<file path="src/rtl/ema_pkg.sv">
// Shared types, constants and control codes for the energy meter accumulator.
`timescale 1ns / 1ps

package ema_pkg;

  // Digit-serial datapath geometry.
  localparam int WORD_W     = 32;
  localparam int DIGIT_W    = 4;
  localparam int NUM_DIGITS = WORD_W / DIGIT_W;
  localparam int DIG_CNT_W  = $clog2(NUM_DIGITS);

  // Field and register widths.
  localparam int SAMPLE_W   = 10;
  localparam int CONST_W    = 16;
  localparam int TICKS_W    = 16;
  localparam int PULSE_W    = 8;
  localparam int IN_DATA_W  = 16;
  localparam int OUT_DATA_W = 104;
  localparam int OUT_USER_W = 2;
  localparam int CFG_IDX_W  = 2;

  localparam int NUM_CHANNELS_DEF = 2;

  // Power formula constants.
  localparam logic [CONST_W-1:0] PWR_MUL     = 16'd61847;
  localparam int                 PWR_SHIFT   = 18;
  localparam int                 MAG_SHIFT   = 16;
  localparam logic [CONST_W-1:0] PULSE_WATTS = 16'd3600;
  localparam logic [1:0]         MS_SKIP     = 2'b11;

  // Register defaults.
  localparam logic [CONST_W-1:0] METER_CONST_RST    = 16'd1;
  localparam logic [WORD_W-1:0]  WATT_THRESHOLD_RST = 32'd1000000000;
  localparam logic [TICKS_W-1:0] SECOND_TICKS_RST   = 16'd625;

  typedef enum logic [CFG_IDX_W-1:0] {
    REG_METER_CONST    = 2'd0,
    REG_WATT_THRESHOLD = 2'd1,
    REG_SECOND_TICKS   = 2'd2
  } reg_idx_t;

  typedef enum logic [1:0] {
    ST_IDLE,
    ST_RUN,
    ST_DONE
  } state_t;

  // Each pass walks all digits of a word once.
  typedef enum logic [2:0] {
    PASS_ACC,  // accumulate sample product, compare and pre-subtract threshold
    PASS_FIN,  // select final accumulator, bump energy count, period difference
    PASS_MAG,  // magnitude of the period difference
    PASS_MUL,  // power scaling product and pulse power product
    PASS_SUM   // combine pulse power with scaled difference
  } pass_t;

  typedef struct packed {
    logic  run;
    pass_t pass;
    logic  first;
    logic  last;
    logic  commit;
  } ctl_t;

endpackage

</file>
<file path="src/rtl/energy_meter_accumulator.sv">
// Top level of the energy meter accumulator (two channels by default) with a digit-serial datapath.
`timescale 1ns / 1ps
// A result is registered after its sample transfer by five passes of eight 4-bit digit
// steps, then a commit that updates state and loads the output register once it is free.
// A new sample is taken only after the previous one has passed through the shared
// digit-serial adders and multipliers; the next sample is taken while a result waits.
// Reset clears all channel state, counters and the millisecond clock, and loads the
// register defaults; no clearing pass is needed.

module energy_meter_accumulator #(
  parameter int NUM_CHANNELS = ema_pkg::NUM_CHANNELS_DEF
) (
  input  logic                           clk,
  input  logic                           rst,
  // s_tdata: adc_sample [9:0], zeros above
  input  logic                           s_tvalid,
  output logic                           s_tready,
  input  logic [ema_pkg::IN_DATA_W-1:0]  s_tdata,
  // m_tdata: energy_pulse [0], energy_count [32:1], power_watts [64:33],
  // ms_time [96:65], zeros above
  output logic                           m_tvalid,
  input  logic                           m_tready,
  output logic [ema_pkg::OUT_DATA_W-1:0] m_tdata,
  // m_tuser: channel [0], power_valid [1]
  output logic [ema_pkg::OUT_USER_W-1:0] m_tuser,
  input  logic                           cfg_valid,
  output logic                           cfg_ready,
  input  logic [ema_pkg::CFG_IDX_W-1:0]  cfg_index,
  input  logic [ema_pkg::WORD_W-1:0]     cfg_data
);
  import ema_pkg::*;

  localparam int CH_W = (NUM_CHANNELS > 1) ? $clog2(NUM_CHANNELS) : 1;
  localparam int DW   = DIGIT_W;
  localparam int MA_W = WORD_W - MAG_SHIFT;

  ctl_t ctl;
  logic in_fire;
  logic out_free;

  // Configuration registers.
  logic [CONST_W-1:0] meter_const;
  logic [WORD_W-1:0]  watt_threshold;
  logic [TICKS_W-1:0] second_ticks;

  // Channel state.
  logic [WORD_W-1:0]  acc_q        [NUM_CHANNELS];
  logic [WORD_W-1:0]  snap_start_q [NUM_CHANNELS];
  logic [WORD_W-1:0]  snap_end_q   [NUM_CHANNELS];
  logic [PULSE_W-1:0] pin_q        [NUM_CHANNELS];
  logic [PULSE_W-1:0] plast_q      [NUM_CHANNELS];
  logic [WORD_W-1:0]  ecnt_q       [NUM_CHANNELS];
  logic [CH_W-1:0]    ch;
  logic [CH_W-1:0]    ch_next;
  logic [TICKS_W-1:0] round_cnt;
  logic [TICKS_W-1:0] round_inc;
  logic [TICKS_W-1:0] round_next;
  logic [WORD_W-1:0]  millis;
  logic               skip;

  // Working registers for the item in flight.
  logic [SAMPLE_W-1:0] smp;
  logic [WORD_W-1:0]   sr_a;   // accumulator, then sum, then final value
  logic [WORD_W-1:0]   sr_t;   // threshold
  logic [WORD_W-1:0]   sr_b;   // sum minus threshold
  logic [WORD_W-1:0]   sr_m;   // millisecond clock
  logic [WORD_W-1:0]   sr_e;   // energy count
  logic [WORD_W-1:0]   sr_s;   // previous period end snapshot
  logic [WORD_W-1:0]   sr_d;   // period difference, then its magnitude
  logic [WORD_W-1:0]   sr_p;   // scaling product, then the scaled difference
  logic [WORD_W-1:0]   sr_q;   // pulse power, then the power result
  logic [CONST_W-1:0]  sr_k;   // multiplier digits for the shared multiplier
  logic [CONST_W-1:0]  sr_c;   // pulse power constant digits
  logic [PULSE_W-1:0]  pulse_w;
  logic                gt;
  logic                neg;
  logic                snap;

  // Digit-serial unit connections.
  logic [DW-1:0] a0_x, a0_y, a0_s;
  logic [DW-1:0] a1_x, a1_y, a1_s;
  logic [DW-1:0] a2_s, a3_s;
  logic          a0_c, a1_c;
  logic          a0_co, a1_co, a2_co, a3_co;
  logic [MA_W-1:0]    m0_a;
  logic [DW-1:0]      m0_q, m1_q;
  logic          neg_now;
  logic [DW-1:0] fin_dig;
  logic [WORD_W-1:0] p_full;

  assign in_fire   = s_tvalid && s_tready;
  assign out_free  = !m_tvalid || m_tready;
  assign cfg_ready = 1'b1;

  ema_seq u_seq (
    .clk      (clk),
    .rst      (rst),
    .in_fire  (in_fire),
    .out_free (out_free),
    .in_ready (s_tready),
    .ctl      (ctl)
  );

  always_comb begin
    neg_now = (ctl.pass == PASS_MAG && ctl.first) ? sr_d[WORD_W-1] : neg;
    fin_dig = gt ? sr_b[DW-1:0] : sr_a[DW-1:0];
    m0_a    = (ctl.pass == PASS_MUL) ? sr_d[WORD_W-1:MAG_SHIFT] : MA_W'(smp);
    a0_x = '0;
    a0_y = '0;
    a0_c = 1'b0;
    a1_x = '0;
    a1_y = '0;
    a1_c = 1'b0;
    case (ctl.pass)
      PASS_ACC: begin
        a0_x = sr_a[DW-1:0];
        a0_y = m0_q;
        a1_x = sr_t[DW-1:0];
        a1_y = ~a0_s;
        a1_c = 1'b1;
      end
      PASS_FIN: begin
        a0_x = sr_e[DW-1:0];
        a0_c = gt;
        a1_x = fin_dig;
        a1_y = ~sr_s[DW-1:0];
        a1_c = 1'b1;
      end
      PASS_MAG: begin
        // Two's complement negation when the difference is negative.
        a0_x = sr_d[DW-1:0] ^ {DW{neg_now}};
        a0_c = neg_now;
      end
      PASS_SUM: begin
        a0_x = sr_q[DW-1:0];
        a0_y = sr_p[DW-1:0] ^ {DW{neg}};
        a0_c = neg;
      end
      default: begin
        a0_x = '0;
      end
    endcase
  end

  ema_dsadd u_add0 (
    .clk(clk), .en(ctl.run), .first(ctl.first), .cin0(a0_c),
    .x(a0_x), .y(a0_y), .s(a0_s), .cout(a0_co)
  );

  ema_dsadd u_add1 (
    .clk(clk), .en(ctl.run), .first(ctl.first), .cin0(a1_c),
    .x(a1_x), .y(a1_y), .s(a1_s), .cout(a1_co)
  );

  // Sum minus threshold, kept in case the threshold is crossed.
  ema_dsadd u_add2 (
    .clk(clk), .en(ctl.run), .first(ctl.first), .cin0(1'b1),
    .x(a0_s), .y(~sr_t[DW-1:0]), .s(a2_s), .cout(a2_co)
  );

  ema_dsadd u_add3 (
    .clk(clk), .en(ctl.run), .first(ctl.first), .cin0(!skip),
    .x(sr_m[DW-1:0]), .y('0), .s(a3_s), .cout(a3_co)
  );

  ema_dsmul #(.A_W(MA_W)) u_mul0 (
    .clk(clk), .en(ctl.run), .first(ctl.first),
    .a(m0_a), .d(sr_k[DW-1:0]), .q(m0_q)
  );

  ema_dsmul #(.A_W(PULSE_W)) u_mul1 (
    .clk(clk), .en(ctl.run), .first(ctl.first),
    .a(pulse_w), .d(sr_c[DW-1:0]), .q(m1_q)
  );

  assign p_full = {m0_q, sr_p[WORD_W-1:DW]};

  // Datapath shift registers.
  always_ff @(posedge clk) begin
    if (in_fire) begin
      smp     <= s_tdata[SAMPLE_W-1:0];
      sr_a    <= acc_q[ch];
      sr_t    <= watt_threshold;
      sr_m    <= millis;
      sr_e    <= ecnt_q[ch];
      sr_s    <= snap_end_q[ch];
      sr_k    <= meter_const;
      sr_c    <= PULSE_WATTS;
      pulse_w <= pin_q[ch];
      snap    <= (round_cnt == second_ticks);
    end else if (ctl.run) begin
      case (ctl.pass)
        PASS_ACC: begin
          sr_a <= {a0_s, sr_a[WORD_W-1:DW]};
          sr_b <= {a2_s, sr_b[WORD_W-1:DW]};
          sr_t <= {{DW{1'b0}}, sr_t[WORD_W-1:DW]};
          sr_m <= {a3_s, sr_m[WORD_W-1:DW]};
          sr_k <= {{DW{1'b0}}, sr_k[CONST_W-1:DW]};
          if (ctl.last) begin
            // No carry out of threshold minus sum means the sum is above it.
            gt      <= !a1_co;
            pulse_w <= pulse_w + PULSE_W'(!a1_co);
          end
        end
        PASS_FIN: begin
          sr_a <= {fin_dig, sr_a[WORD_W-1:DW]};
          sr_b <= {{DW{1'b0}}, sr_b[WORD_W-1:DW]};
          sr_e <= {a0_s, sr_e[WORD_W-1:DW]};
          sr_s <= {{DW{1'b0}}, sr_s[WORD_W-1:DW]};
          sr_d <= {a1_s, sr_d[WORD_W-1:DW]};
        end
        PASS_MAG: begin
          sr_d <= {a0_s, sr_d[WORD_W-1:DW]};
          if (ctl.first) begin
            neg <= sr_d[WORD_W-1];
          end
          if (ctl.last) begin
            sr_k <= PWR_MUL;
          end
        end
        PASS_MUL: begin
          sr_k <= {{DW{1'b0}}, sr_k[CONST_W-1:DW]};
          sr_c <= {{DW{1'b0}}, sr_c[CONST_W-1:DW]};
          sr_q <= {m1_q, sr_q[WORD_W-1:DW]};
          if (ctl.last) begin
            sr_p <= p_full >> PWR_SHIFT;
          end else begin
            sr_p <= p_full;
          end
        end
        PASS_SUM: begin
          sr_p <= {{DW{1'b0}}, sr_p[WORD_W-1:DW]};
          sr_q <= {a0_s, sr_q[WORD_W-1:DW]};
        end
        default: begin
          sr_p <= sr_p;
        end
      endcase
    end
  end

  always_comb begin
    ch_next    = (ch == CH_W'(NUM_CHANNELS - 1)) ? '0 : ch + 1'b1;
    round_inc  = (ch_next == '0) ? round_cnt + 1'b1 : round_cnt;
    round_next = (round_inc > second_ticks) ? '0 : round_inc;
  end

  // Configuration and channel state.
  always_ff @(posedge clk) begin
    if (rst) begin
      meter_const    <= METER_CONST_RST;
      watt_threshold <= WATT_THRESHOLD_RST;
      second_ticks   <= SECOND_TICKS_RST;
      for (int i = 0; i < NUM_CHANNELS; i++) begin
        acc_q[i]        <= '0;
        snap_start_q[i] <= '0;
        snap_end_q[i]   <= '0;
        pin_q[i]        <= '0;
        plast_q[i]      <= '0;
        ecnt_q[i]       <= '0;
      end
      ch        <= '0;
      round_cnt <= '0;
      millis    <= '0;
      skip      <= 1'b0;
    end else begin
      if (cfg_valid && cfg_ready) begin
        case (cfg_index)
          REG_METER_CONST:    meter_const    <= cfg_data[CONST_W-1:0];
          REG_WATT_THRESHOLD: watt_threshold <= cfg_data;
          REG_SECOND_TICKS:   second_ticks   <= cfg_data[TICKS_W-1:0];
          default:            meter_const    <= meter_const;
        endcase
      end
      if (ctl.commit) begin
        acc_q[ch]  <= sr_a;
        ecnt_q[ch] <= sr_e;
        if (snap) begin
          snap_start_q[ch] <= snap_end_q[ch];
          snap_end_q[ch]   <= sr_a;
          plast_q[ch]      <= pulse_w;
          pin_q[ch]        <= '0;
        end else begin
          pin_q[ch] <= pulse_w;
        end
        ch        <= ch_next;
        round_cnt <= round_next;
        millis    <= sr_m;
        skip      <= (sr_m[1:0] == MS_SKIP) && !skip;
      end
    end
  end

  // Output register.
  always_ff @(posedge clk) begin
    if (rst) begin
      m_tvalid <= 1'b0;
    end else if (ctl.commit) begin
      m_tvalid <= 1'b1;
    end else if (m_tready) begin
      m_tvalid <= 1'b0;
    end
  end

  always_ff @(posedge clk) begin
    if (ctl.commit) begin
      m_tdata <= {7'd0, sr_m, (snap ? sr_q : '0), sr_e, gt};
      m_tuser <= {snap, ch[0]};
    end
  end

  // A new result only appears after the sequencer has finished an item.
  assert property (@(posedge clk) disable iff (rst)
    $rose(m_tvalid) |-> $past(ctl.commit))
    else $error("output valid rose without a commit");

  // No sample transfer is taken while the passes are running.
  assert property (@(posedge clk) disable iff (rst)
    ctl.run |-> !s_tready)
    else $error("input ready while the datapath is busy");

  // After a commit the block is ready for the next sample.
  assert property (@(posedge clk) disable iff (rst)
    ctl.commit |=> s_tready)
    else $error("sequencer did not return to idle after commit");

  // The channel pointer stays inside the configured channel count.
  assert property (@(posedge clk) disable iff (rst)
    32'(ch) < NUM_CHANNELS)
    else $error("channel pointer out of range");

endmodule

</file>
<file path="src/rtl/ema_dsadd.sv">
// Digit-serial adder with a stored carry between digits.
`timescale 1ns / 1ps

module ema_dsadd (
  input  logic                        clk,
  input  logic                        en,
  input  logic                        first,
  input  logic                        cin0,
  input  logic [ema_pkg::DIGIT_W-1:0] x,
  input  logic [ema_pkg::DIGIT_W-1:0] y,
  output logic [ema_pkg::DIGIT_W-1:0] s,
  output logic                        cout
);
  import ema_pkg::*;

  logic               carry;
  logic               c_in;
  logic [DIGIT_W:0]   sum;

  always_comb begin
    c_in = first ? cin0 : carry;
    sum  = {1'b0, x} + {1'b0, y} + {{DIGIT_W{1'b0}}, c_in};
    s    = sum[DIGIT_W-1:0];
    cout = sum[DIGIT_W];
  end

  always_ff @(posedge clk) begin
    if (en) begin
      carry <= cout;
    end
  end

endmodule

</file>
<file path="src/rtl/ema_dsmul.sv">
// Digit-serial multiplier: parallel operand times a multiplier fed one digit per cycle while enabled.
`timescale 1ns / 1ps

module ema_dsmul #(
  parameter int A_W = 16
) (
  input  logic                        clk,
  input  logic                        en,
  input  logic                        first,
  input  logic [A_W-1:0]              a,
  input  logic [ema_pkg::DIGIT_W-1:0] d,
  output logic [ema_pkg::DIGIT_W-1:0] q
);
  import ema_pkg::*;

  localparam int PART_W = A_W + 1;
  localparam int SUM_W  = A_W + DIGIT_W + 1;

  logic [PART_W-1:0] part;
  logic [PART_W-1:0] part_in;
  logic [SUM_W-1:0]  sum;

  always_comb begin
    part_in = first ? '0 : part;
    sum = SUM_W'(a) * SUM_W'(d) + SUM_W'(part_in);
    q   = sum[DIGIT_W-1:0];
  end

  // The partial sum carries the upper bits into the next digit position.
  always_ff @(posedge clk) begin
    if (en) begin
      part <= sum[SUM_W-1:DIGIT_W];
    end
  end

endmodule

</file>
<file path="src/rtl/ema_seq.sv">
// Sequencer that steps the datapath through its passes and digits.
`timescale 1ns / 1ps

module ema_seq (
  input  logic            clk,
  input  logic            rst,
  input  logic            in_fire,
  input  logic            out_free,
  output logic            in_ready,
  output ema_pkg::ctl_t   ctl
);
  import ema_pkg::*;

  state_t                 state, state_next;
  pass_t                  pass, pass_next;
  logic [DIG_CNT_W-1:0]   dig, dig_next;

  always_ff @(posedge clk) begin
    if (rst) begin
      state <= ST_IDLE;
      pass  <= PASS_ACC;
      dig   <= '0;
    end else begin
      state <= state_next;
      pass  <= pass_next;
      dig   <= dig_next;
    end
  end

  always_comb begin
    state_next = state;
    pass_next  = pass;
    dig_next   = dig;
    in_ready   = 1'b0;
    ctl.run    = 1'b0;
    ctl.pass   = pass;
    ctl.first  = (dig == '0);
    ctl.last   = (dig == DIG_CNT_W'(NUM_DIGITS - 1));
    ctl.commit = 1'b0;
    case (state)
      ST_IDLE: begin
        in_ready = 1'b1;
        if (in_fire) begin
          state_next = ST_RUN;
          pass_next  = PASS_ACC;
          dig_next   = '0;
        end
      end
      ST_RUN: begin
        ctl.run  = 1'b1;
        dig_next = dig + 1'b1;
        if (ctl.last) begin
          dig_next = '0;
          case (pass)
            PASS_ACC: pass_next = PASS_FIN;
            PASS_FIN: pass_next = PASS_MAG;
            PASS_MAG: pass_next = PASS_MUL;
            PASS_MUL: pass_next = PASS_SUM;
            default: begin
              pass_next  = PASS_ACC;
              state_next = ST_DONE;
            end
          endcase
        end
      end
      ST_DONE: begin
        // Results and state updates land together once the output register is free.
        if (out_free) begin
          ctl.commit = 1'b1;
          state_next = ST_IDLE;
        end
      end
      default: begin
        state_next = ST_IDLE;
      end
    endcase
  end

endmodule
</file>
<file path="config.mk">
export PLATFORM = sky130hd
export DESIGN_NAME = energy_meter_accumulator
export DESIGN_NICKNAME = d
export VERILOG_FILES = /design/src/rtl/ema_pkg.sv /design/src/rtl/energy_meter_accumulator.sv /design/src/rtl/ema_dsadd.sv /design/src/rtl/ema_dsmul.sv /design/src/rtl/ema_seq.sv
export SDC_FILE = /design/constraint.sdc
export NUM_CORES = 1
export LEC_CHECK = 0
export BUFFER_PORTS_ARGS = -buffer_cell sky130_fd_sc_hd__buf_4
export CORE_MARGIN = 2
export CORE_UTILIZATION = 45
export CTS_BUF_LIST = sky130_fd_sc_hd__clkbuf_8
export DETAILED_ROUTE_END_ITERATION = 16
export GPL_ROUTABILITY_DRIVEN = 0
export SYNTH_ARGS = -nofsm -noshare
export SYNTH_HDL_FRONTEND = slang
export SYNTH_SLANG_ARGS = --single-unit
export TNS_END_PERCENT = 10
</file>
<file path="constraint.sdc">
create_clock -name clk -period 11.6 [get_ports clk]
set_input_delay 1.16 -clock clk [delete_from_list [all_inputs] [get_ports clk]]
set_output_delay 1.16 -clock clk [all_outputs]
set_load 0.01 [all_outputs]
</file>
==> impl_metrics.py <==
metrics = {
    "synthesis": {
        "muxShareOfSynthArea_pct": 3.71,
        "synthArstFlopShare_pct": 0,
        "synth_fa_ha_area_share_pct": 6.98,
        "ys.flop_type": "edfxtp_1",
        "syn_inst": 2885,
        "syn_avg_cell_area_um2": 12.2,
        "yosys.area_share.simple_pct": 15.1,
        "synth-compound-area-share_pct": 5.88,
        "seq_area_frac_synth_pct": 63.5,
        "syn_area_um2": 35300,
        "synthXorXnorAreaFrac_pct": 2.06,
        "synth-edff-count": 662,
        "yosys_register_bits": 789,
        "synth_warnings": 0,
        "yosysUniqueCellTypes": 65,
        "synth_top_family_by_area": "simple AND/OR/NAND/NOR gates",
    },
    "critical_path": {
        "cp_common_cell": "nor2_1",
        "startpoint_type": "flip-flop",
        "worst-path-stages": 27,
        "slowest_delay_ps": 710,
        "worst-r2r-cell-count": 27,
        "worstPathArrival_ps": 8070,
        "reg2reg_from": "u_seq.pass[1]$_SDFFE_PP0P_",
        "crit_type": "reg -> reg",
        "cp_max_fo": 17,
        "r2r_end": "pulse_w[7]$_DFFE_PP_",
        "startpoint": "u_seq.pass[1]$_SDFFE_PP0P_",
        "cp_slowest_cell": "nor2_1",
        "crit_required_ps": 12050,
        "r2r_slack_ps": 3990,
        "crit_family": "adder cells",
        "path_buf_inv": 1,
        "endpoint": "pulse_w[7]$_DFFE_PP_",
        "end_kind": "flip-flop",
    },
    "layout": {
        "fin_nets": 3251,
        "area_growth_syn_to_layout_pct": 13.2,
        "multi_input_area_um2": 12000,
        "layout_commonest_cell": "edfxtp_1",
        "final_core_util_pct": 51.5,
        "drive_above_1_share_pct": 12.7,
        "fin_cells": 4188,
        "regArea_um2": 22400,
        "mostFrequentLayoutCells": "662 x edfxtp_1, 589 x nand2_1, 246 x and2_1",
        "stdcell_area_um2": 40000,
        "nFillCells": 6902,
    },
    "clocking": {
        "clkSlewWorstSetupHoldPaths_ps": 60,
        "cts.sinks": 789,
        "cts_buffer_depth": 3,
        "cts_setup_buffers": 0,
        "clk_latency_ps": 790,
        "cts.repair.resized": 0,
        "cts_root_buffer": "clkbuf_8",
        "numCtsBuffers": 135,
        "cts_tree": "done",
        "cts_hold_buf": 0,
        "cts_max_level": 4,
    },
    "sta": {
        "fin_setup_tns_ps": 0,
        "slew_headroom_pct": 24.6,
        "holdWs_ps": 411,
        "tightest_slew_ps": 1120,
        "final_hold_viol_count": 0,
        "rsz0062_at_grt": "false",
        "finClkSkew_ps": 43.0,
        "setup_violations": 0,
        "fin_crit_sh_pct": 65.6,
        "fin_ws_ps": 3990,
        "max_freq_ghz": 0.131,
        "min_period_ps": 7610,
        "drv_slew": 0,
    },
    "power_and_ir_drop": {
        "pwr-share-clk_pct": 36.1,
        "switching_share_pct": 26.5,
        "p_comb_share_pct": 12.1,
        "peakVddDrop_uv": 97.9,
        "power.leakage_nw": 15.6,
        "seqPwrFrac_pct": 51.9,
        "cellPowerDensity_nw_per_um2": 164,
        "total_power_mw": 6.55,
        "intPower_mw": 4.82,
        "p_sw_mw": 1.74,
    },
    "job": {
        "maxCapViolations": 0,
    },
    "routing": {
        "vias": 21900,
        "routed-wl-met2_um": 35700,
        "wirelength_um": 76000,
        "antenna_left": 0,
        "avgViaCountPerCell": 5.22,
        "m1WireLength_um": 34000,
        "firstDrtPassIters": 5,
        "wl_met3_um": 4070,
        "wl_per_cell_um": 18.1,
        "drc": 0,
        "highest_layer": "met5",
        "drtIter0Drc": 1572,
    },
    "die": {
        "die_x_um": 284,
        "start_util_pct": 45.5,
        "coreArea_um2": 77600,
        "pin_count": 164,
        "fp.dieH_um": 284,
        "die_area_um2": 80700,
        "rows": 102,
    },
    "global_routing": {
        "grt_overflow_total": 0,
        "antenna_found_initial": 2,
        "grt_usage_pct": 19.1,
        "grt_pass1_wl_um": 122000,
        "grt_max_degree": 106,
        "grt_pass1_vias": 22700,
    },
    "placement": {
        "hpwlAfterDp_um": 45700,
        "port_buffers": 149,
        "dpl_worst_slack_ps": 4100,
        "place_inst": 3944,
        "placed_area_um2": 37400,
    },
    "status": {
        "status": "completed",
    },
    "hold_path": {
        "holdCritPathClass": "reg -> reg",
    },
}
## cells by family (layout without fill, tap and decap cells)
kind of cell,after synthesis,after routing
flops,789,789
xor+xnor,83,83
other cells,2,10
compound gates,356,356
fa+ha+maj,155,155
mux,129,129
simple gates,1121,1121
buf+inv,250,505
## routing by layer
layer  track usage (%)  vias to the layer above
met1              25.3                    10800
met2              30.9                      555
met3              4.25                      151
li1                  -                    10400
met5             0.417                        -
met4              6.91                        2
## worst min-delay path by stage
stage | from | endpoint | slack (ps) | cells past startpoint
floorplan | sr_b[4]$_DFFE_PP_ | sr_b[0]$_DFFE_PP_ | 400 | 0
global placement | sr_b[26]$_DFFE_PP_ | sr_b[22]$_DFFE_PP_ | 400 | 0
detailed placement | sr_b[4]$_DFFE_PP_ | sr_b[0]$_DFFE_PP_ | 400 | 0
CTS | sr_b[18]$_DFFE_PP_ | sr_b[14]$_DFFE_PP_ | 410 | 0
global route | sr_b[5]$_DFFE_PP_ | sr_b[1]$_DFFE_PP_ | 420 | 0
finish | sr_b[18]$_DFFE_PP_ | sr_b[14]$_DFFE_PP_ | 410 | 0
## sequential cells by signal, indices dropped and copies added (netlist names), 64 cells and up, named ones only
signal      count
acc_q          64
m_tdata        97
snap_end_q     64
ecnt_q         64
## synth_stat cells, types with 8 or more instances
library cell,number,area [um^2]
a211oi_1,13,97.6
a21o_1,12,90.1
a21oi_1,128,641
a22o_1,14,123
and2_1,246,1540
and3_1,87,544
buf_1,14,52.6
buf_4,8,60.1
clkbuf_1,138,518
dfxtp_1,127,2540
edfxtp_1,662,19900
fa_1,70,1400
ha_1,85,1060
inv_1,85,319
mux2_2,14,158
mux2i_1,115,1150
nand2_1,592,2220
nand2b_1,12,75.1
nand3_1,31,155
nand4_1,11,68.8
nor2_1,84,315
nor2b_1,21,131
nor3_1,10,50.1
o211ai_1,11,82.6
o21ai_0,132,661
o22a_1,8,70.1
xnor2_1,62,543
xor2_1,21,184
## power groups by stage
stage               clock, mW  sequential, mW  combinational, mW
finish                   2.36            3.40              0.791
global route             2.56            3.42              0.899
CTS                      2.44            3.40              0.798
detailed placement          0            3.46              0.791
global placement            0            3.45              0.769
floorplan                   0            3.41              0.579
## area by class of cell
type                            count  share of cell area [%]
Tap cell                         1040                    3.26
Inverter                           85                   0.814
Sequential cell                   789                    56.1
Antenna cell                        2                  0.0125
Multi-Input combinational cell   1852                    30.1
Clock buffer                      147                    5.06
Clock inverter                     95                    1.27
Timing Repair Buffer              178                    3.34
Power figures use the tool's default switching activity.
